### config.mk
export PLATFORM = sky130hd
export DESIGN_NAME = paged_bump_allocator
export DESIGN_NICKNAME = d
export VERILOG_FILES = /design/src/design/pba_pkg.sv /design/src/design/paged_bump_allocator.sv /design/src/design/pba_offset_ram.sv
export SDC_FILE = /design/constraint.sdc
export NUM_CORES = 1
export LEC_CHECK = 0
export BUFFER_PORTS_ARGS = -buffer_cell sky130_fd_sc_hd__buf_2
export CORE_MARGIN = 2
export CORE_UTILIZATION = 47
export CTS_CLUSTER_SIZE = 12
export DETAILED_ROUTE_END_ITERATION = 12
export MAX_ROUTING_LAYER = met4
export SYNTH_ARGS = -nofsm -noshare
export SYNTH_HDL_FRONTEND = slang
export SYNTH_SLANG_ARGS = --single-unit
### constraint.sdc
create_clock -name clk -period 17.9 [get_ports clk]
set_input_delay 0.895 -clock clk [delete_from_list [all_inputs] [get_ports clk]]
set_output_delay 0.895 -clock clk [all_outputs]
set_load 0.03 [all_outputs]
### src/design/pba_pkg.sv
package pba_pkg;

	localparam int unsigned SIZE_W = 17;
	localparam int unsigned OFFSET_W = 16;
	localparam int unsigned PAGE_IDX_W = 6;
	localparam int unsigned STATUS_W = 2;

	localparam logic [SIZE_W-1:0] PAGE_SIZE_RESET = 17'd4096;
	localparam logic [SIZE_W-1:0] PAGE_SIZE_MIN = 17'd64;
	localparam logic [SIZE_W-1:0] PAGE_SIZE_MAX = 17'd65536;

	localparam logic [STATUS_W-1:0] ST_OK = 2'd0;
	localparam logic [STATUS_W-1:0] ST_TOO_BIG = 2'd1;
	localparam logic [STATUS_W-1:0] ST_NO_PAGE = 2'd2;

	localparam logic ACT_ALLOC = 1'b0;
	localparam logic ACT_RELEASE = 1'b1;

	typedef struct packed {
		logic action;
		logic [SIZE_W-1:0] request_size;
	} req_t;

	typedef struct packed {
		logic [STATUS_W-1:0] status;
		logic [PAGE_IDX_W-1:0] page_index;
		logic [OFFSET_W-1:0] byte_offset;
		logic opened_page;
	} rsp_t;

	typedef enum logic [1:0] {
		S_IDLE,
		S_READ,
		S_CHECK,
		S_DONE
	} state_t;

endpackage

### src/design/paged_bump_allocator.sv
// Release or oversized request: S_IDLE goes straight to S_DONE, then rsp_valid rises;
// allocate: S_READ, then S_CHECK for each page scanned (1 .. pages in use), then S_DONE.
// Throughput: one item at a time; the scan reads one page offset per cycle from a
// single-port offset RAM, and a new item is taken only after the last response is registered.
// Reset: page size 4096, one page in use with its offset at the header end;
// other RAM entries are written when their page opens, no clearing pass.
module paged_bump_allocator
	import pba_pkg::*;
#(
	parameter int unsigned MAX_PAGES = 64,
	parameter int unsigned HEADER_BYTES = 24
) (
	input  logic clk,
	input  logic arst_n,
	input  logic req_valid,
	output logic req_stall,
	input  req_t req_data,
	output logic rsp_valid,
	input  logic rsp_stall,
	output rsp_t rsp_data,
	input  logic cfg_we,
	input  logic [SIZE_W-1:0] cfg_wdata
);

	localparam int unsigned IW = $clog2(MAX_PAGES);
	localparam int unsigned PW = $clog2(MAX_PAGES + 1);
	localparam logic [SIZE_W-1:0] HDR = SIZE_W'(HEADER_BYTES);
	localparam logic [PW-1:0] FULL_CNT = PW'(MAX_PAGES);

	state_t state_q, state_d;
	logic [SIZE_W-1:0] page_size_q;
	logic [PW-1:0] pages_q;
	logic fresh0_q;
	logic [IW-1:0] idx_q;
	logic [SIZE_W-1:0] size_q;
	rsp_t res_q, rsp_q;
	logic rsp_valid_q;

	logic mem_en, mem_we;
	logic [IW-1:0] mem_addr;
	logic [SIZE_W-1:0] mem_wdata, mem_rdata;

	logic req_xfer, out_free, oversize, fits, last, full;
	logic [SIZE_W-1:0] payload, used, cfg_clamped;

	pba_offset_ram #(
		.DEPTH(MAX_PAGES),
		.WIDTH(SIZE_W)
	) u_ram (
		.clk(clk),
		.en(mem_en),
		.we(mem_we),
		.addr(mem_addr),
		.wdata(mem_wdata),
		.rdata(mem_rdata)
	);

	assign req_stall = (state_q != S_IDLE);
	assign req_xfer = req_valid && (state_q == S_IDLE);
	assign out_free = !rsp_valid_q || !rsp_stall;
	assign payload = page_size_q - HDR;
	assign oversize = req_data.request_size > payload;

	// page 0 reads as fresh until its first write after a reinit
	assign used = (idx_q == '0 && fresh0_q) ? HDR : mem_rdata;
	assign fits = (used <= page_size_q) && (size_q <= page_size_q - used);
	assign last = (idx_q == '0);
	assign full = (pages_q == FULL_CNT);

	always_comb begin
		if (cfg_wdata < PAGE_SIZE_MIN) begin
			cfg_clamped = PAGE_SIZE_MIN;
		end else if (cfg_wdata > PAGE_SIZE_MAX) begin
			cfg_clamped = PAGE_SIZE_MAX;
		end else begin
			cfg_clamped = cfg_wdata;
		end
	end

	always_comb begin
		state_d = state_q;
		case (state_q)
			S_IDLE: begin
				if (req_xfer) begin
					if (req_data.action == ACT_RELEASE || oversize) begin
						state_d = S_DONE;
					end else begin
						state_d = S_READ;
					end
				end
			end
			S_READ: state_d = S_CHECK;
			S_CHECK: begin
				if (fits || last) begin
					state_d = S_DONE;
				end
			end
			S_DONE: begin
				if (out_free) begin
					state_d = S_IDLE;
				end
			end
			default: state_d = S_IDLE;
		endcase
	end

	always_comb begin
		mem_en = 1'b0;
		mem_we = 1'b0;
		mem_addr = idx_q;
		mem_wdata = used + size_q;
		case (state_q)
			S_READ: begin
				mem_en = 1'b1;
			end
			S_CHECK: begin
				if (fits) begin
					mem_en = 1'b1;
					mem_we = 1'b1;
				end else if (!last) begin
					mem_en = 1'b1;
					mem_addr = idx_q - 1'b1;
				end else if (!full) begin
					mem_en = 1'b1;
					mem_we = 1'b1;
					mem_addr = IW'(pages_q);
					mem_wdata = HDR + size_q;
				end
			end
			default: begin
				mem_en = 1'b0;
			end
		endcase
	end

	always_ff @(posedge clk or negedge arst_n) begin
		if (!arst_n) begin
			state_q <= S_IDLE;
			page_size_q <= PAGE_SIZE_RESET;
			pages_q <= PW'(1);
			fresh0_q <= 1'b1;
			rsp_valid_q <= 1'b0;
		end else begin
			state_q <= state_d;
			if (state_q == S_DONE && out_free) begin
				rsp_valid_q <= 1'b1;
			end else if (!rsp_stall) begin
				rsp_valid_q <= 1'b0;
			end
			if (req_xfer && req_data.action == ACT_RELEASE) begin
				pages_q <= PW'(1);
				fresh0_q <= 1'b1;
			end
			if (state_q == S_CHECK) begin
				if (fits) begin
					if (last) begin
						fresh0_q <= 1'b0;
					end
				end else if (last && !full) begin
					pages_q <= pages_q + 1'b1;
				end
			end
			if (cfg_we) begin
				page_size_q <= cfg_clamped;
				pages_q <= PW'(1);
				fresh0_q <= 1'b1;
			end
		end
	end

	always_ff @(posedge clk) begin
		if (req_xfer) begin
			idx_q <= IW'(pages_q - 1'b1);
			size_q <= req_data.request_size;
			res_q <= '{(req_data.action == ACT_ALLOC && oversize) ? ST_TOO_BIG : ST_OK,
				'0, '0, 1'b0};
		end
		if (state_q == S_CHECK) begin
			if (fits) begin
				res_q.status <= ST_OK;
				res_q.page_index <= PAGE_IDX_W'(idx_q);
				res_q.byte_offset <= used[OFFSET_W-1:0];
				res_q.opened_page <= 1'b0;
			end else if (!last) begin
				idx_q <= idx_q - 1'b1;
			end else if (full) begin
				res_q <= '{ST_NO_PAGE, '0, '0, 1'b0};
			end else begin
				res_q.status <= ST_OK;
				res_q.page_index <= PAGE_IDX_W'(pages_q);
				res_q.byte_offset <= HDR[OFFSET_W-1:0];
				res_q.opened_page <= 1'b1;
			end
		end
		if (state_q == S_DONE && out_free) begin
			rsp_q <= res_q;
		end
	end

	assign rsp_valid = rsp_valid_q;
	assign rsp_data = rsp_q;

endmodule

### src/design/pba_offset_ram.sv
module pba_offset_ram
	import pba_pkg::*;
#(
	parameter int unsigned DEPTH = 64,
	parameter int unsigned WIDTH = 17
) (
	input  logic clk,
	input  logic en,
	input  logic we,
	input  logic [$clog2(DEPTH)-1:0] addr,
	input  logic [WIDTH-1:0] wdata,
	output logic [WIDTH-1:0] rdata
);

	logic [WIDTH-1:0] mem [DEPTH];
	logic [WIDTH-1:0] rdata_q;

	always_ff @(posedge clk) begin
		if (en) begin
			if (we) begin
				mem[addr] <= wdata;
			end else begin
				rdata_q <= mem[addr];
			end
		end
	end

	assign rdata = rdata_q;

endmodule

After elaboration in Yosys (flattened, before gate mapping)
Memories as Yosys holds them, arrays and structs flattened. A register that Yosys moved wholly into a read port is not among the register bits.
Cells that the tools add are included.
{"block": "word_totals", "regBits": 101, "ram_bits": 1088, "in_bits": 40, "output_inout_bits": 27, "wordCells": 104, "n_memories": 1}
{"block": "classes", "n_addsub": 7, "order_cmp": 5, "eq_ne": 8, "mux": 48, "bitwise_logic": 2, "reduce_logical": 18}
{"memory": "u_ram.mem", "depth": 64, "width": 17, "read_ports": 1, "rd_clocked_by_memory_dff": 1, "write_ports": 1, "line": "pba_offset_ram.sv:15", "rtl": "logic [WIDTH-1:0] mem [DEPTH];"}
{"cell": "25-bit two-way mux", "count": 5}
{"cell": "17-bit two-way mux", "count": 7}
{"cell": "6-bit two-way mux", "count": 8}
{"cell": "7-bit two-way mux", "count": 5}
{"cell": "17-bit <= comparator", "count": 2}
{"cell": "17-bit adder", "count": 1}
{"cell": "5-bit by 17-bit adder with 17-bit output, first input constant", "count": 1}
{"cell": "17-bit greater-than comparator", "count": 1}
{"cell": "17-bit greater-than comparator, second input constant", "count": 1}
{"cell": "17-bit by 7-bit < comparator with 1-bit output, second input constant", "count": 1}
{"cell": "1-bit two-way mux", "count": 17}
{"cell": "17-bit subtractor", "count": 1}
{"cell": "17-bit by 5-bit subtractor with 17-bit output, second input constant", "count": 1}
{"cell": "6-bit by 1-bit subtractor with 6-bit output, second input constant", "count": 2}
{"cell": "2-bit two-way mux", "count": 4}
{"cell": "2-bit one-hot mux with 4 select lines", "count": 1}
{"cell": "7-bit by 1-bit adder with 7-bit output, second input constant", "count": 1}
{"cell": "7-bit equality test, second input constant", "count": 1}
{"cell": "1-bit logical AND", "count": 7}
{"cell": "6-bit logical NOT", "count": 1}
{"cell": "2-bit inequality test, second input constant", "count": 3}
{"cell": "2-bit equality test, second input constant", "count": 2}
{"cell": "1-bit logical NOT", "count": 3}
{"cell": "1-bit logical OR", "count": 3}
{"cell": "other kinds (8)", "count": 9}

Logic depth before layout (Yosys ltp)
Gate-level depths: netlist (run 1).
{"block": "depth", "word_depth": 11, "ltp_mapped": 41, "depth_no_buf": 33}

Modules after synthesis
From an unflattened synthesis (run 1), not the netlist that was laid out.
{"block": "unflattened", "hier_cells": 3175, "hier_area_um2": 49645.1}
{"mod": "pba_offset_ram", "n_inst": 1, "cells_each": 2390, "area_per_inst_um2": 42405.7}
{"mod": "paged_bump_allocator", "n_inst": 1, "cells_each": 785, "area_per_inst_um2": 7239.4}

Least setup slack after synthesis (run 1)
No wires, ideal clock.
{"block": "synth_path", "kind": "register to register", "start": "register idx_q[1]", "end": "memory u_ram.mem[0][10] (data pin)", "setup_ns": 0.719, "t_arrival_ns": 8.510, "path_slack_ns": 8.671, "path_stages_with_launch": 33, "cell_sequence": "dfxtp_1 > clkbuf_1 > inv_1 > ha_1 > nor2b_1 > and2_1 > clkbuf_1 > clkbuf_1 > nand2_1 > nand2_1 > ha_1 > nor2b_1 > o21ai_0 > nand2b_1 > maj3_1 > a21oi_1 > nor2_1 > o21ai_0 > nand2b_1 > a21o_1 > a22o_1 > nor2_1 > xor2_1 > ha_1 > nand4_1 > or3_1 > o211a_1 > nor2_1 > nor2_1 > nor2_1 > nand2_1 > clkbuf_1 > o31ai_1"}
{"block": "synth_between", "elab_chain_len": 8, "word_cells_on_any_way": 12, "cone_classes": "add/sub (2); order compare (2); mux (5); reduce/logical (3)"}
{"element": "start, declared", "line": "paged_bump_allocator.sv:34", "rtl": "logic [IW-1:0] idx_q;"}
{"element": "start signal, assigned", "line": "paged_bump_allocator.sv:173", "rtl": "idx_q <= IW'(pages_q - 1'b1);"}
{"element": "start signal, assigned", "line": "paged_bump_allocator.sv:185", "rtl": "idx_q <= idx_q - 1'b1;"}
{"element": "6-bit logical NOT (*)", "line": "paged_bump_allocator.sv:65, paged_bump_allocator.sv:67"}
{"element": "1-bit logical AND", "line": "paged_bump_allocator.sv:65", "rtl": "assign used = (idx_q == '0 && fresh0_q) ? HDR : mem_rdata;"}
{"element": "17-bit two-way mux", "line": "paged_bump_allocator.sv:65"}
{"element": "17-bit subtractor or 17-bit adder (tied branches)", "line": "paged_bump_allocator.sv:66, paged_bump_allocator.sv:111"}
{"element": "17-bit <= comparator or 17-bit two-way mux (tied branches)", "line": "paged_bump_allocator.sv:66, paged_bump_allocator.sv:123"}
{"element": "1-bit logical AND or 17-bit two-way mux (tied branches)", "line": "paged_bump_allocator.sv:66, paged_bump_allocator.sv:120"}
{"element": "17-bit two-way mux", "line": "paged_bump_allocator.sv:117", "rtl": "if (fits) begin"}
{"element": "17-bit two-way mux (*)", "line": "paged_bump_allocator.sv:112", "rtl": "case (state_q)"}
{"element": "net mem_wdata[10]", "line": "paged_bump_allocator.sv:41", "rtl": "logic [SIZE_W-1:0] mem_wdata, mem_rdata;"}
{"element": "end, declared", "line": "pba_offset_ram.sv:15"}
The timed path passes the listed nets; every way through them passes the cells marked *.

Worst setup path after layout (run 1)
{"block": "layout_path", "start": "register idx_q[0]", "end": "memory u_ram.mem[4][8], enable pin"}
{"block": "layout_between", "elab_chain_len": 11, "word_cells_on_any_way": 21, "cone_classes": "add/sub (2); order compare (2); mux (14); reduce/logical (3)"}
{"element": "6-bit logical NOT", "line": "paged_bump_allocator.sv:65, paged_bump_allocator.sv:67"}
{"element": "1-bit logical AND", "line": "paged_bump_allocator.sv:65"}
{"element": "17-bit two-way mux", "line": "paged_bump_allocator.sv:65"}
{"element": "17-bit subtractor", "line": "paged_bump_allocator.sv:66", "rtl": "assign fits = (used <= page_size_q) && (size_q <= page_size_q - used);"}
{"element": "17-bit <= comparator", "line": "paged_bump_allocator.sv:66"}
{"element": "1-bit logical AND", "line": "paged_bump_allocator.sv:66"}
{"element": "1-bit two-way mux", "line": "paged_bump_allocator.sv:117"}
{"element": "1-bit two-way mux", "line": "paged_bump_allocator.sv:112"}
{"element": "1-bit two-way mux", "line": "pba_offset_ram.sv:20", "rtl": "if (we) begin"}
{"element": "1-bit two-way mux", "line": "pba_offset_ram.sv:19", "rtl": "if (en) begin"}
{"element": "1-bit two-way mux (not written as such)", "line": "pba_offset_ram.sv:21", "rtl": "mem[addr] <= wdata;"}
Parallel ways exist; a longest one is shown, timed or not.

==> results of run 1 <==
==> routing by layer <==
| layer | up-vias | global-route usage |
|---|---|---|
| met3 | 376 | 0.0579 |
| met2 | 1978 | 0.478 |
| met5 | - | - |
| li1 | 13822 | - |
| met1 | 16690 | 0.398 |
| met4 | 0 | 0.130 |
==> through the flow <==
stage	hold WS [ns]	setup WS, ns	instances
floorplan	0.408	8.67	3438
global placement	0.415	6.39	4830
detailed placement	0.424	6.73	4832
CTS	0.177	6.67	5052
global route	0.233	5.94	5053
finish	0.191	6.55	5054
==> sequential cells by signal, summed over array words and instances (netlist names) <==
register,flops
size_q,17
u_ram.rdata,17
idx_q,6
state_q,2
fresh0_q,1
page_size_q,17
rsp_valid,1
pages_q,7
u_ram.mem,1088
rsp_data,25
res_q,25
==> worst paths after layout <==
kind,startpoint,end,slack (ns),depth (start not counted)
worst max-delay path,idx_q[0],u_ram.mem[4][8],6.55,31
min in group clk,req_data[2],size_q[2],0.34,1
worst min register to register,res_q[20],rsp_data[20],0.44,0
worst min-delay path,arst_n,pages_q[1],0.19,1
max in group asynchronous,arst_n,page_size_q[10],17.22,1
worst max register to register,idx_q[0],u_ram.mem[4][8],6.55,31
==> area by class of cell <==
cell class	instances	area, µm²	area share
Antenna cell	2	5.00	0.0000881
Clock buffer	166	3420	0.0602
Clock inverter	54	520	0.00916
Inverter	74	278	0.00489
Multi-Input combinational cell	1951	13700	0.241
Sequential cell	1206	35800	0.629
Tap cell	1403	1760	0.0309
Timing Repair Buffer	198	1370	0.0240
==> synth_stat cells (all sizes together), types with 34 or more instances <==
master	instances	share of area
a211oi	60	0.0090
a21oi	161	0.016
a221oi	99	0.017
a22o	34	0.0059
a22oi	71	0.011
a31oi	39	0.0053
and3	66	0.0082
buf	114	0.011
clkbuf	93	0.0069
edfxtp	1147	0.68
ha	77	0.019
inv	74	0.0055
mux2	95	0.021
mux2i	96	0.019
nand2	297	0.022
nand3	80	0.0084
nor2	163	0.012
nor3	34	0.0037
o21ai	157	0.016
o22ai	61	0.0076
==> worst max-delay path, delay by kind of cell (launching register included) <==
kind	cells	cell delay [ns]
buf+inv	4	1.32
simple gates	12	5.11
compound gates	12	3.31
fa+ha+maj	3	0.75
flops	1	0.39
==> kinds of logic (layout without fill, tap and decap cells) <==
logic type	count (synthesis)	in the layout
flip-flops	1206	1206
adder cells (fa/ha/maj)	80	80
XOR/XNOR	51	51
AND/OR/NAND/NOR	729	729
multiplexers	203	203
other	0	2
AO/OA/AOI/OAI	888	888
buffers and inverters	281	492
==> summary.txt, run 1 <==
Fillers: 8641
Met2 routed WL: 77200 µm
Compound-Gate Fraction of Synth Area: 0.123
Wl on met1: 63800 µm
Worst Path Arrival: 11.80 ns
Largest net degree at the start of global routing: 131
Synth Flop Type: edfxtp_1
Synth cell types: 94
Final HPWL DP: 99300 µm
Setup-failing EPs final: 0
Clock buffer depth: 3
Ys async rst share: 0.0232
Die Ht: 331 µm
TritonCTS Sinks: 1206
Crit path required time: 18.35 ns
Post-Synthesis Cells: 3438
FP Rows: 120
Hold Buf Count CTS: 0
Fin util: 0.533
Final ANT Viol Nets: 0
Final wirelength: 164000 µm
GR Overflow Total: 0
Synthesis Warnings: 0
CTS root buffer: clkbuf_16
First-pass GRT wire length: 232000 µm
Core Box Area: 107000 µm²
Design area: 56800 µm²
DR vias: 32.9k
Max-Cap Viols: 0
Synth Area in XOR/XNOR: 0.00888
Min Tclk post-route: 11.35 ns
Final Wtd Congestion: 0.955
Max Slew Vio Count: 0
Layout cell share with drive strength beyond 1: 0.150
Max_slew headroom: 0.0932
Initial antenna violation count: 9
Final net count: 3681
Num CTS Buffers: 131
Post-CTS sizing: 0
Status: completed
Vias in the first global route: 31.7k
Crit path kind: reg -> reg
Final setup TNS: 0 ns
Slowest stage cell, crit path: nor2_1
Htree depth: 4
Max Used Layer: met4
DRC: 0
Final critical-path share of the clock period: 0.634
Unrepaired setup endpoints after global routing: false
Initial DRC Count: 4567
Area added between synthesis and finish: 13.0%
Worst-path clk slew: 0.06 ns
Most common cell after layout, fill and taps aside: edfxtp_1
First-pass DRT Iterations: 7
Most frequent cells in the layout: edfxtp_1 (1147), nand2_1 (294), a21oi_1 (151), o21ai_0 (148), nor2_1 (146)
HP Class: in -> async
Skew-Pair Late Insertion Delay: 0.77 ns
Width of the die: 331 µm
Largest family of logic cells by synthesized area: compound AO/OA/AOI/OAI gates
Post-CTS Setup Bufs: 0
I/O pins: 67
Crit. End Element: flip-flop
EDFF count, synth: 1147
CTS tree: built
Input/output buffers: 66
Mux cell area share after synthesis: 0.0457
Total die area: 110000 µm²
Synthesized area per cell: 14.6 µm²
Simple-Gate Fraction of Synth Area: 0.0670
Starting density of the core: 0.472
Via/cell ratio: 6.50
Worst slew pin tran: 1.33 ns
Gr usage total: 0.307
DP Area: 52900 µm²
Crit Path Max Fanout: 130
Per-cell routed wire length: 32.5 µm
Synth Area in Adders: 0.0201
Fin Clk Skew: 0.0334 ns
Hold Vio Cnt, Final: 0
Max stage delay on crit path: 0.93 ns
Achievable Freq: 0.0881 GHz
CP Launch Type: flip-flop
Register bit count reported by yosys: 1206
Post-synth net total: 3557
Seq/Total Area, Yosys: 0.711
Routed length on met3: 15900 µm
Mapped Area: 50300 µm²
Power of run 1 is not shown: default switching activity piles up to over one toggle a cycle in this logic, so the estimate is an artifact.
==> run 2: changes to the inputs <==
Clock period 17.9 ns to 11 ns, I/O delays scaled along.
==> run 2 against run 1 <==
- non-clock buffer count rose by 99
- via count rose by 2.6%
- clock skew up 0.0018 ns
- largest cell class unchanged
- design area rose by 2.0%
- count of clock-buffer cells in the layout rose by 11
==> summary.txt, run 2 (synthesis results as in run 1) <==
CTS root buffer: clkbuf_16
Via/cell ratio: 6.54 (+0.53%)
First-pass DRT Iterations: 5 (-2)
Setup-failing EPs final: 0 (unchanged)
Max_slew headroom: 0.0969 (+0.00368)
Most frequent CP cell: ha_1
Crit Path Max Fanout: 16 (-88%)
Worst path depth: 31 (unchanged)
Achievable Freq: 0.0954 GHz (+8.4%)
Skew-Pair Late Insertion Delay: 0.76 ns (about the same)
Max Slew Vio Count: 0 (unchanged)
Most common cell after layout, fill and taps aside: edfxtp_1
Slowest stage cell, crit path: o2bb2ai_1
Die Ht: 331 µm (unchanged)
Worst slew pin tran: 1.34 ns (+0.0146 ns)
HP Class: in -> reg
Input/output buffers: 66 (unchanged)
TritonCTS Sinks: 1206 (unchanged)
Fin Clk Skew: 0.0352 ns (+0.00180 ns)
Final net count: 3780 (+2.7%)
Area added between synthesis and finish: 15.2%
Final HPWL DP: 107000 µm (+8.1%)
Biggest register: u_ram.mem
Max-Cap Viols: 0 (unchanged)
Crit path kind: reg -> reg
Hold Vio Cnt, Final: 0 (unchanged)
Crit path capture: u_ram.rdata[11]
Worst Path Arrival: 10.95 ns (-0.85 ns)
Reg2Reg Depth: 31 (unchanged)
Per-cell routed wire length: 32.9 µm (+1.3%)
Starting density of the core: 0.472 (unchanged)
Largest delay share family, worst path: compound AO/OA/AOI/OAI gates
DRC: 0 (unchanged)
Worst r2r src: idx_q[0]
FP Rows: 120 (unchanged)
Crit path required time: 11.47 ns (-6.88 ns)
Status: completed
Hold_ws: 0.0545 ns (-0.137 ns)
Final ANT Viol Nets: 0 (unchanged)
Layout cell share with drive strength beyond 1: 0.169 (+0.0189)
Worst-path clk slew: 0.06 ns (about the same)
Initial DRC Count: 4913 (+7.6%)
DP Area: 53800 µm² (+1.7%)
Total die area: 110000 µm² (unchanged)
DR vias: 33.7k (+2.6%)
Min Tclk post-route: 10.48 ns (-0.875 ns)
Gr usage total: 0.318 (+0.0110)
Design area: 58000 µm² (+2.0%)
Final wirelength: 170000 µm (+3.4%)
Final critical-path share of the clock period: 0.953 (+0.318)
First-pass GRT wire length: 239000 µm (+3.0%)
Vias in the first global route: 32.3k (+1.9%)
Initial antenna violation count: 10 (+1)
Crit. End Element: flip-flop
Max reg flops: 1088 (unchanged)
Width of the die: 331 µm (unchanged)
CTS tree: built
Post-CTS Setup Bufs: 0 (unchanged)
Htree depth: 4 (unchanged)
Unrepaired setup endpoints after global routing: false
Worst setup path startpoint: idx_q[0]
Clock buffer depth: 3 (unchanged)
I/O pins: 67 (unchanged)
Num CTS Buffers: 131 (unchanged)
Core Box Area: 107000 µm² (unchanged)
RR Endpoint: u_ram.rdata[11]
CP Launch Type: flip-flop
Max stage delay on crit path: 0.93 ns (about the same)
CP bufs+invs: 2 (-2)
Largest net degree at the start of global routing: 79 (-40%)
GR Overflow Total: 0 (unchanged)
Final Wtd Congestion: 0.953 (-0.17%)
Most frequent cells in the layout: edfxtp_1 (1147), nand2_1 (293), buf_4 (185), a21oi_1 (151), o21ai_0 (148)
Flop2flop setup slack: 0.52 ns (-6.02 ns)
## run 2: cell types whose count changed in the layout (fill, tap and decap cells not counted), moves of 3 or more
| cell | delta |
|---|---|
| clkbuf_16 | +6 |
| buf_12 | +23 |
| clkbuf_8 | +3 |
| buf_4 | +59 |
| clkinv_1 | -5 |
| diode_2 | +3 |
| dlygate4sd3_1 | +18 |
## run 2: cell type report
class                   instances  area [µm²]
diodes                          5        12.5
clock buffers                 177        3620
clock inverters                44         360
fillers                      8535       48600
inverters                      74         278
multi-input cells            1951       13700
flip-flops and latches       1206       35800
well taps                    1403        1760
repair buffers                297        2440
## run 2: worst register-to-register path, delay by kind of cell, from the launching register on
family,cells,cell delay [ns]
flip-flops,1,0.39
adder cells (fa/ha/maj),3,0.77
buffers and inverters,2,0.44
AO/OA/AOI/OAI,14,5.06
AND/OR/NAND/NOR,12,3.56
## run 2: metrics by stage
step / worst slack, ns / setup TNS (ns) / utilization / instances
detailed placement: -0.0673 / -1.10 / 0.505 / 4913
CTS: 0.0744 / 0 / 0.544 / 5152
floorplan: 1.77 / 0 / - / 3438
global route: 0.130 / 0 / 0.544 / 5156
finish: 0.522 / 0 / 0.544 / 5157
global placement: -0.730 / -0.730 / 0.504 / 4912
## run 2: routing by layer
layer / GRT usage / up-vias / routed length (µm)
li1: - / 14044 / -
met1: 0.422 / 17222 / 66100
met2: 0.483 / 2117 / 78600
met3: 0.0609 / 329 / 17700
met4: 0.134 / 0 / 7410
met5: - / - / 0
## run 2: worst min path at each step
stage | start | slack, ns | to | depth (start not counted)
finish | cfg_wdata[12] | 0.05 | page_size_q[12] | 3
global route | rsp_stall | 0.05 | rsp_valid | 2
global placement | res_q[22] | 0.42 | rsp_data[22] | 0
CTS | cfg_wdata[12] | 0.01 | page_size_q[12] | 3
detailed placement | res_q[21] | 0.42 | rsp_data[21] | 0
floorplan | arst_n | 0.25 | page_size_q[0] | 0
## run 2: timing repair
action | CTS | global route
endpoints found under the setup margin | 17 | 160
hold endpoints to repair | 42 | 0
resized for setup | 1 | 3
hold buffers | 18 | 0
pin swaps | 0 | 0
Power of run 2 is left out for the same reason.
